### config.mk
export PLATFORM = sky130hd
export DESIGN_NAME = in_order_release_buffer_core
export DESIGN_NICKNAME = d
export VERILOG_FILES = /design/src/hw/rtl/iorb_pkg.sv /design/src/hw/rtl/in_order_release_buffer_core.sv
export SDC_FILE = /design/constraint.sdc
export NUM_CORES = 2
export LEC_CHECK = 0
export BUFFER_PORTS_ARGS = -buffer_cell sky130_fd_sc_hd__buf_4
export CELL_PAD_IN_SITES_DETAIL_PLACEMENT = 1
export CELL_PAD_IN_SITES_GLOBAL_PLACEMENT = 2
export CORE_MARGIN = 2
export CORE_UTILIZATION = 52
export DETAILED_ROUTE_END_ITERATION = 12
export PLACE_DENSITY = 0.82
export SLEW_MARGIN = 0
export SYNTH_ARGS = -nofsm -noshare
export SYNTH_HDL_FRONTEND = slang
export SYNTH_SLANG_ARGS = --single-unit
export TNS_END_PERCENT = 30
### constraint.sdc
create_clock -name clk_i -period 22.8 [get_ports clk_i]
set_input_delay 3.42 -clock clk_i [delete_from_list [all_inputs] [get_ports clk_i]]
set_output_delay 3.42 -clock clk_i [all_outputs]
set_load 0.02 [all_outputs]
### src/hw/rtl/iorb_pkg.sv
// Shared types and constants for the in-order release buffer.
package iorb_pkg;

  // Slot count of the reorder window (2..64).
  localparam int Window = 32;
  localparam int IdxW   = (Window > 1) ? $clog2(Window) : 1;
  localparam int CntW   = $clog2(Window + 1);

  localparam logic [1:0] CmdGrant = 2'd0;
  localparam logic [1:0] CmdPush  = 2'd1;
  localparam logic [1:0] CmdDrop  = 2'd2;

  localparam logic [1:0] KindGrant   = 2'd0;
  localparam logic [1:0] KindDeliver = 2'd1;
  localparam logic [1:0] KindReject  = 2'd2;

  typedef struct packed {
    logic [1:0]  cmd;
    logic [63:0] seq_id;
    logic [31:0] receiver_handle;
    logic [31:0] content_handle;
  } iorb_in_t;

  typedef struct packed {
    logic [1:0]  kind;
    logic [63:0] out_seq_id;
    logic [31:0] out_receiver;
    logic [31:0] out_content;
    logic        last;
  } iorb_out_t;

  typedef struct packed {
    logic [31:0] receiver;
    logic [31:0] content;
  } iorb_slot_t;

endpackage

### src/hw/rtl/in_order_release_buffer_core.sv
// In-order release buffer: grants sequence numbers and releases messages in number order.
//
//   channel | dir | handshake               | payload
//   --------+-----+-------------------------+---------------------------
//   in      | in  | in_valid_i / in_ready_o | in_data_i  (iorb_in_t)
//   out     | out | out_valid_o/out_ready_i | out_data_o (iorb_out_t)
//
// A grant, reject or parked push is accepted in idle, then checked in the window unit.
// A push that reaches the head walks the run of parked slots behind it, releasing each in turn,
// then ends the walk and flushes the final result; each step reads a slot RAM entry, then evaluates it.
// Reset clears the counters and all slot valid bits at once; no clearing pass is needed.
// A stalled output holds the sequencer wherever it has a result to hand over.
module in_order_release_buffer_core (
  input  logic               clk_i,
  input  logic               rst_ni,
  input  logic               in_valid_i,
  output logic               in_ready_o,
  input  iorb_pkg::iorb_in_t in_data_i,
  output logic               out_valid_o,
  input  logic               out_ready_i,
  output iorb_pkg::iorb_out_t out_data_o
);

  localparam logic [2:0] StIdle  = 3'd0;
  localparam logic [2:0] StCheck = 3'd1;
  localparam logic [2:0] StWalkRd = 3'd2;
  localparam logic [2:0] StWalkEv = 3'd3;
  localparam logic [2:0] StFlush = 3'd4;

  logic [2:0] state_q, state_d;
  iorb_pkg::iorb_in_t  in_q, in_d;
  logic [63:0] next_q, next_d;
  logic [63:0] head_q, head_d;
  logic [iorb_pkg::IdxW-1:0] hidx_q, hidx_d;
  logic [iorb_pkg::CntW-1:0] occ_q, occ_d;
  logic [iorb_pkg::Window-1:0] slot_valid_q, slot_valid_d;
  iorb_pkg::iorb_out_t pend_q, pend_d;
  logic pend_valid_q, pend_valid_d;
  iorb_pkg::iorb_out_t out_q, out_d;
  logic out_valid_q, out_valid_d;

  iorb_pkg::iorb_slot_t slot_mem [iorb_pkg::Window];
  iorb_pkg::iorb_slot_t rd_q;
  logic mem_we, rd_en;

  logic        out_free;
  logic [63:0] diff;
  logic        in_range;
  logic [31:0] eff_rcv, eff_cnt;
  logic [iorb_pkg::IdxW:0]   idx_sum;
  logic [iorb_pkg::IdxW-1:0] seq_idx;
  logic [iorb_pkg::IdxW-1:0] hidx_inc;

  function automatic iorb_pkg::iorb_out_t mk_out(logic [1:0] kind, logic [63:0] seq,
                                                 logic [31:0] rcv, logic [31:0] cnt,
                                                 logic lst);
    iorb_pkg::iorb_out_t r;
    r.kind         = kind;
    r.out_seq_id   = seq;
    r.out_receiver = rcv;
    r.out_content  = cnt;
    r.last         = lst;
    return r;
  endfunction

  assign out_free  = !out_valid_q || out_ready_i;
  assign diff      = in_q.seq_id - head_q;
  assign in_range  = (diff[63:iorb_pkg::CntW] == '0) && (diff[iorb_pkg::CntW-1:0] < occ_q);
  assign eff_rcv   = (in_q.cmd == iorb_pkg::CmdDrop) ? 32'd0 : in_q.receiver_handle;
  assign eff_cnt   = (in_q.cmd == iorb_pkg::CmdDrop) ? 32'd0 : in_q.content_handle;
  // Slot of seq is head slot plus distance, wrapped once: distance stays below Window.
  assign idx_sum   = {1'b0, hidx_q} + {1'b0, diff[iorb_pkg::IdxW-1:0]};
  assign seq_idx   = (idx_sum >= (iorb_pkg::IdxW+1)'(iorb_pkg::Window))
                   ? iorb_pkg::IdxW'(idx_sum - (iorb_pkg::IdxW+1)'(iorb_pkg::Window))
                   : idx_sum[iorb_pkg::IdxW-1:0];
  assign hidx_inc  = (hidx_q == iorb_pkg::IdxW'(iorb_pkg::Window - 1))
                   ? '0 : hidx_q + 1'b1;

  assign in_ready_o  = (state_q == StIdle);
  assign out_valid_o = out_valid_q;
  assign out_data_o  = out_q;

  always_comb begin
    state_d      = state_q;
    in_d         = in_q;
    next_d       = next_q;
    head_d       = head_q;
    hidx_d       = hidx_q;
    occ_d        = occ_q;
    slot_valid_d = slot_valid_q;
    pend_d       = pend_q;
    pend_valid_d = pend_valid_q;
    out_d        = out_q;
    out_valid_d  = out_valid_q && !out_ready_i;
    mem_we       = 1'b0;
    rd_en        = 1'b0;

    case (state_q)
      StIdle: begin
        if (in_valid_i) begin
          in_d    = in_data_i;
          state_d = StCheck;
        end
      end
      StCheck: begin
        case (in_q.cmd)
          iorb_pkg::CmdGrant: begin
            if (out_free) begin
              out_valid_d = 1'b1;
              if (occ_q >= iorb_pkg::CntW'(iorb_pkg::Window)) begin
                out_d = mk_out(iorb_pkg::KindReject, 64'd0, 32'd0, 32'd0, 1'b1);
              end else begin
                out_d  = mk_out(iorb_pkg::KindGrant, next_q, 32'd0, 32'd0, 1'b1);
                next_d = next_q + 64'd1;
                occ_d  = occ_q + 1'b1;
              end
              state_d = StIdle;
            end
          end
          iorb_pkg::CmdPush, iorb_pkg::CmdDrop: begin
            if (!in_range) begin
              if (out_free) begin
                out_valid_d = 1'b1;
                out_d = mk_out(iorb_pkg::KindReject, in_q.seq_id, 32'd0, 32'd0, 1'b1);
                state_d = StIdle;
              end
            end else if (in_q.seq_id != head_q) begin
              // park out-of-order entry
              mem_we                = 1'b1;
              slot_valid_d[seq_idx] = 1'b1;
              state_d               = StIdle;
            end else begin
              if (eff_rcv != 32'd0) begin
                pend_d       = mk_out(iorb_pkg::KindDeliver, head_q, eff_rcv, eff_cnt, 1'b0);
                pend_valid_d = 1'b1;
              end
              head_d  = head_q + 64'd1;
              hidx_d  = hidx_inc;
              occ_d   = occ_q - 1'b1;
              state_d = StWalkRd;
            end
          end
          default: begin
            if (out_free) begin
              out_valid_d = 1'b1;
              out_d = mk_out(iorb_pkg::KindReject, 64'd0, 32'd0, 32'd0, 1'b1);
              state_d = StIdle;
            end
          end
        endcase
      end
      StWalkRd: begin
        if (occ_q != '0 && slot_valid_q[hidx_q]) begin
          rd_en                = 1'b1;
          slot_valid_d[hidx_q] = 1'b0;
          state_d              = StWalkEv;
        end else begin
          state_d = StFlush;
        end
      end
      StWalkEv: begin
        if (rd_q.receiver == 32'd0) begin
          head_d  = head_q + 64'd1;
          hidx_d  = hidx_inc;
          occ_d   = occ_q - 1'b1;
          state_d = StWalkRd;
        end else if (!pend_valid_q || out_free) begin
          // a newer delivery exists, so the held one is not the last
          if (pend_valid_q) begin
            out_valid_d = 1'b1;
            out_d       = pend_q;
          end
          pend_d       = mk_out(iorb_pkg::KindDeliver, head_q, rd_q.receiver, rd_q.content,
                                1'b0);
          pend_valid_d = 1'b1;
          head_d       = head_q + 64'd1;
          hidx_d       = hidx_inc;
          occ_d        = occ_q - 1'b1;
          state_d      = StWalkRd;
        end
      end
      StFlush: begin
        if (!pend_valid_q) begin
          state_d = StIdle;
        end else if (out_free) begin
          out_valid_d  = 1'b1;
          out_d        = pend_q;
          out_d.last   = 1'b1;
          pend_valid_d = 1'b0;
          state_d      = StIdle;
        end
      end
      default: begin
        state_d = StIdle;
      end
    endcase
  end

  always_ff @(posedge clk_i or negedge rst_ni) begin
    if (!rst_ni) begin
      state_q      <= StIdle;
      next_q       <= '0;
      head_q       <= '0;
      hidx_q       <= '0;
      occ_q        <= '0;
      slot_valid_q <= '0;
      pend_valid_q <= 1'b0;
      out_valid_q  <= 1'b0;
    end else begin
      state_q      <= state_d;
      next_q       <= next_d;
      head_q       <= head_d;
      hidx_q       <= hidx_d;
      occ_q        <= occ_d;
      slot_valid_q <= slot_valid_d;
      pend_valid_q <= pend_valid_d;
      out_valid_q  <= out_valid_d;
    end
  end

  always_ff @(posedge clk_i) begin
    in_q   <= in_d;
    pend_q <= pend_d;
    out_q  <= out_d;
  end

  always_ff @(posedge clk_i) begin
    if (mem_we) begin
      slot_mem[seq_idx] <= '{receiver: eff_rcv, content: eff_cnt};
    end
    if (rd_en) begin
      rd_q <= slot_mem[hidx_q];
    end
  end

  // Outstanding count never exceeds the window.
  assert property (@(posedge clk_i) disable iff (!rst_ni)
    occ_q <= iorb_pkg::CntW'(iorb_pkg::Window))
    else $error("outstanding count above window");

  // The number of parked entries never exceeds the outstanding count.
  assert property (@(posedge clk_i) disable iff (!rst_ni)
    $countones(slot_valid_q) <= int'(occ_q))
    else $error("more parked slots than outstanding numbers");

  // Nothing is left pending once the sequencer is back in idle.
  assert property (@(posedge clk_i) disable iff (!rst_ni)
    (state_q == StIdle) |-> !pend_valid_q)
    else $error("pending delivery lost at idle");

  // A delivery always carries a receiver.
  assert property (@(posedge clk_i) disable iff (!rst_ni)
    (out_valid_q && out_q.kind == iorb_pkg::KindDeliver) |-> (out_q.out_receiver != 32'd0))
    else $error("delivery with zero receiver");

endmodule
# Word-level counts from Yosys, hierarchy flattened
# Memory sizes are Yosys's and may differ from the RTL's. A register that Yosys moved wholly into a read port is not among the register bits.
# Index checks and enable logic that the tools add are counted.
# totals
reg_bits	568
latchBits	0
mem_bits_rw	2048
rom_bits	0
output_inout_bits	133
word_cells	188
memories	1
# memory_table
memory	depth	width	read_ports	rd_clocked_by_memory_dff	write_ports	line	text
slot_mem	32	64	1	1	1	in_order_release_buffer_core.sv:42	iorb_pkg::iorb_slot_t slot_mem [iorb_pkg::Window];
# classes
addsub	8
mul	0
div_mod_pow	0
order_cmp	7
eq_ne	28
shift	0
muxes	89
bitwise	4
n_reduce_logical	29
# ops
op	count
$mux 131	16
$pmux 131 s2	2
$pmux 131 s3	1
$mux 64	5
$mux 32	6
$add 64x1->64 const B	2
$pmux 64 s2	1
$ne 64x64->1	1
$pmux 32 s2	1
$sub 64x64->64	1
$logic_not 58->1	1
$mux 6	6
$mux 5	7
$and 32x32->32	1
$logic_not 32->1	1
$not 32->32	1
$or 32x32->32	1
$reduce_bool 32->1	1
$mux 1	26
$ne 2x2->1 const B	13
$mux 3	8
$pmux 6 s2	2
$ne 3x3->1 const B	7
$reduce_and 7->1	3
35 further kinds	51

# Longest topological paths before layout
# depth
word_depth	13
ltp_mapped	20
ltp_nobuf	18

# Worst setup path before layout
# OpenSTA, ideal clock, no wires.
# synth_timing
kind	input-to-reg
from	input out_ready_i
to	register out_q (netlist bit out_data_o[0]), enable pin
setup_time_ps	815
arrival_ps	13104
required_ps	21985
path_slack_ps	8881
path_stages	2
path_buffers	0
cell_sequence	nor2b_1 a211oi_1
# synth_via
elab_chain_cells	4
word_cells_on_any_way	6
classes_between	eq/ne: 3; reduce/logical: 3
# synth_rtl
item	line	text
start, declared	in_order_release_buffer_core.sv:20	input logic out_ready_i,
$logic_or 1x1->1 (*)	in_order_release_buffer_core.sv:66	assign out_free = !out_valid_q || out_ready_i;
$logic_or 1x1->1	in_order_release_buffer_core.sv:167	end else if (!pend_valid_q || out_free) begin
$ne 2x2->1 (no line)	n/a	
$reduce_and 8->1 (no line) (*)	n/a	
end signal, assigned	in_order_release_buffer_core.sv:224	out_q <= out_d;
end, declared	in_order_release_buffer_core.sv:39	iorb_pkg::iorb_out_t out_q, out_d;
# Every way passes the cells marked *; elsewhere a longest branch is shown, timed or not.
# A chain may end at the register's enable or synchronous reset.

# Worst setup path in the final report
# layout_timing
from	register in_q[113] (netlist name)
to	memory slot_mem[31][48] (netlist name), enable pin
# layout_via
elab_chain_cells	8
word_cells_on_any_way	10
classes_between	add/sub: 1; eq/ne: 1; mux: 6; reduce/logical: 2
# layout_rtl
item	line	text
start, declared	in_order_release_buffer_core.sv:31	iorb_pkg::iorb_in_t in_q, in_d;
start signal, assigned	in_order_release_buffer_core.sv:222	in_q <= in_d;
$sub 64x64->64	in_order_release_buffer_core.sv:67	assign diff = in_q.seq_id - head_q;
$logic_not 58->1	in_order_release_buffer_core.sv:68	assign in_range = (diff[63:iorb_pkg::CntW] == '0) && (diff[iorb_pkg::CntW-1:0] < occ_q);
$logic_and 1x1->1	in_order_release_buffer_core.sv:68	
$mux 1 (*)	in_order_release_buffer_core.sv:121	if (!in_range) begin
$mux 1 (*)	in_order_release_buffer_core.sv:106	case (in_q.cmd)
$mux 1 (*)	in_order_release_buffer_core.sv:98	case (state_q)
$mux 1 (*)	in_order_release_buffer_core.sv:228	if (mem_we) begin
$mux 1 (not written as such) (*)	in_order_release_buffer_core.sv:229	slot_mem[seq_idx] <= '{receiver: eff_rcv, content: eff_cnt};
end, declared	in_order_release_buffer_core.sv:42	
# Marks and branches as above.

==> results.ini <==
[timing]
tns_ps = 0
hold_slack_ps = 447
fin_crit_ps = 7880
clock.fmax_mhz = 127
setup_viol = 0
rsz0062_at_grt = false
fin_skew_ps = 111
hold_viol_final = 0
final.period_utilization_pct = 34.6
relSlewSlack_pct = 11.4
tightest_slew_ps = 1330
finalMaxSlewViolations = 0

[min_path]
holdPathEnd = pend_q[108]
min-delay-start = head_q[43]
hold_depth = 0
hold_path_class = flip-flop to flip-flop

[logic_synthesis]
syn_area_um2 = 107000
synth_compound_area_share_pct = 5.30
synth_top_area_cell = edfxtp_1
synthArstFlopShare_pct = 6.57
avgSynthCellArea_um2 = 18.5
synth_cell_types = 83
synth_top_cell_area_share_pct = 70.0
synth_edf_count = 2501
postSynthCellCount = 5784
synth_warnings = 0
ys_ff_latch = 2677
synth_area_leaders = edfxtp_1 (70%), mux4_2 (11%), dfrtp_1 (4.1%)
synthMuxAreaShare_pct = 11.7
ys.flop_type = edfxtp_1
synth-simple-area-share_pct = 5.00
syn_nets = 6005
synth_xor_area_share_pct = 1.38
synth_top_family_by_area = multiplexers
post_synth_fa_ha_maj_area_fraction_pct = 1.03
ys_seq_area_share_pct = 74.2

[run]
cap_violations = 0

[grt]
grt_overflow = 0
grt_first_pass_wirelength_mm = 458
grt_max_degree = 129
track_usage_pct = 30.4
grt_antenna_before_repair = 10
grt_pass1_vias = 62700

[floorplan]
die_area_um2 = 210000
dieHeight_um = 458
coreArea_um2 = 205000
rows = 166
start_util_pct = 52.4
die_w_um = 458
io_pins = 267

[finish]
area_growth_pct = 13.5
final_layout_size_suffix_gt1_share_pct = 23.8
layout.cells.non_filler = 9068
final_common_cell = edfxtp_1
multi_input_area_um2 = 26600
fillerInstances = 17700
regArea_um2 = 79500
nNetsFinal = 6410
final_cell_mix = edfxtp_1 (2,501), mux4_2 (520), buf_4 (415)

[clock_network]
clock_sinks = 2677
clock_latency_ps = 950
cts_buffers = 288
holdBufCountCts = 0
cts_tree = done
post_cts_buffers = 0
clk_pin_slew_worst_paths_ps = 60
htreeDepth = 5
clockBufferDepth = 4
cts-root-buf = clkbuf_16
cts_resized = 0

[place]
dp_hpwl_mm = 195
numPortBuffers = 266
routabilityCongestion = 0.933
placed_cells_incl_taps = 8586

[critical_path]
endpoint_kind = flip-flop
crit_path_max_fanout = 34
r2r_end = slot_mem[31][48]
path_delay_family = simple AND/OR/NAND/NOR gates
crit_arrival_ps = 8420
required_ps = 23340
r2r-start = in_q[113]
crit_type = flip-flop to flip-flop
crit_path_top_delay_cell = nor2_4
reg2reg_depth = 14
crit_top_cell = a21oi_1
crit_path_start_kind = flip-flop
crit_chain = ha_1 -> a21oi_1 -> o21ai_0 -> o311ai_0 -> o211ai_1 -> a21oi_1 -> o22ai_1 -> nor4_1 -> and4_1 -> nand4_1 -> nor4_4 -> nand3_2 -> nor2_4 -> buf_4
cp_num_buf_inv = 1
worst_path_largest_cell_delay_ps = 1180
r2r_slack_ps = 14920
crit_cells = 14

[route]
dr_wl_met2_mm = 155
drt-pass1-iter-count = 5
met3WireLength_mm = 26.3
drc_errors = 0
vias = 60300
drt-met1-wl_mm = 123
topRoutingLayerUsed = met5
wirelength_mm = 316
via_per_inst = 6.65
drt_iter0_drc = 7629
postRouteAntennaNets = 0
drt-wirelength-per-cell_um = 34.9

[power_and_ir_drop]
powerDensity_nw_per_um2 = 92.6
leakagePower_uw = 0.0406
ir_drop_mv = 0.130

[status]
status = finished, final reports clean

per-stage QoR:
step / setup WS [ps] / total power [uW] / area (um^2) / util [%]
floorplan: 8880 / 6460 / 107000 / -
global placement: 15050 / 6950 / 113000 / 55.2
detailed placement: 14970 / 7000 / 113000 / 55.2
CTS: 14990 / 11300 / 122000 / 59.4
global route: 14700 / 11600 / 122000 / 59.4
finish: 14920 / 11300 / 122000 / 59.4
kinds of logic (layout without fill, tap and decap cells):
| kind of cell | after synthesis | after routing |
|---|---|---|
| XOR/XNOR | 169 | 169 |
| multiplexers | 591 | 591 |
| AO/OA/AOI/OAI | 833 | 833 |
| other | 0 | 2 |
| buffers and inverters | 407 | 1001 |
| adder cells (fa/ha/maj) | 87 | 87 |
| flip-flops | 2677 | 2677 |
| AND/OR/NAND/NOR | 1020 | 1020 |
metal layers:
layer  track usage [%]  up-vias
met1              41.6    32000
li1                  -    24400
met5                 0        -
met3              5.57      610
met4              10.4        4
met2              49.4     3330
cell usage after synthesis, types with 55 or more instances:
cell type,instances
nor3_1,55
dfrtp_1,176
nand4_1,139
nand2_1,258
nand3_1,81
o31ai_1,69
and2_1,76
o21ai_0,136
a22oi_1,330
nor2b_1,68
xnor2_1,126
ha_1,85
edfxtp_1,2501
mux4_2,520
inv_1,101
nor2_1,166
a21oi_1,110
clkbuf_1,205
buf_1,69
mux2_2,66
report_power, final:
group | leakage, uW | total [uW] | internal (uW) | switching [uW]
sequential | 0.0248 | 5780 | 5720 | 63.5
combinational | 0.0116 | 1110 | 293 | 820
clock | 0.00423 | 4380 | 2520 | 1860
area by class of cell:
cell class / instances / area share [%]
well taps: 2688 / 2.76
clock inverters: 122 / 0.764
flip-flops and latches: 2677 / 65.3
clock buffers: 357 / 6.30
inverters: 101 / 0.316
multi-input cells: 2700 / 21.9
repair buffers: 421 / 2.66
diodes: 2 / 0.00411
worst register-to-register path: stages, from the launching register on:
cell	delay (ps)
edfxtp_1	480
ha_1	550
a21oi_1	370
o21ai_0	260
o311ai_0	870
o211ai_1	220
a21oi_1	370
o22ai_1	150
nor4_1	220
and4_1	360
nand4_1	190
nor4_4	790
nand3_2	770
nor2_4	1190
buf_4	740
flip-flops by register name, indices dropped and copies added, names as in the netlist:
register,cells
slot_mem,2048
out_data_o,131
in_q,130
pend_q,128
head_q,64
next_q,64
rd_q,64
slot_valid_q,32
occ_q,6
hidx_q,5
state_q,3
out_valid_o,1
pend_valid_q,1
worst max path at each step:
stage	start	endpoint	slack (ps)
after floorplan	out_ready_i	out_data_o[0]	8880
after CTS	in_q[64]	slot_mem[27][36]	14990
final	in_q[113]	slot_mem[31][48]	14920
after global placement	in_q[64]	slot_mem[27][42]	15050
after global routing	head_q[2]	slot_mem[29][31]	14700
after detailed placement	in_q[64]	slot_mem[27][37]	14970
Note: power is estimated with default switching activity, not from simulation.
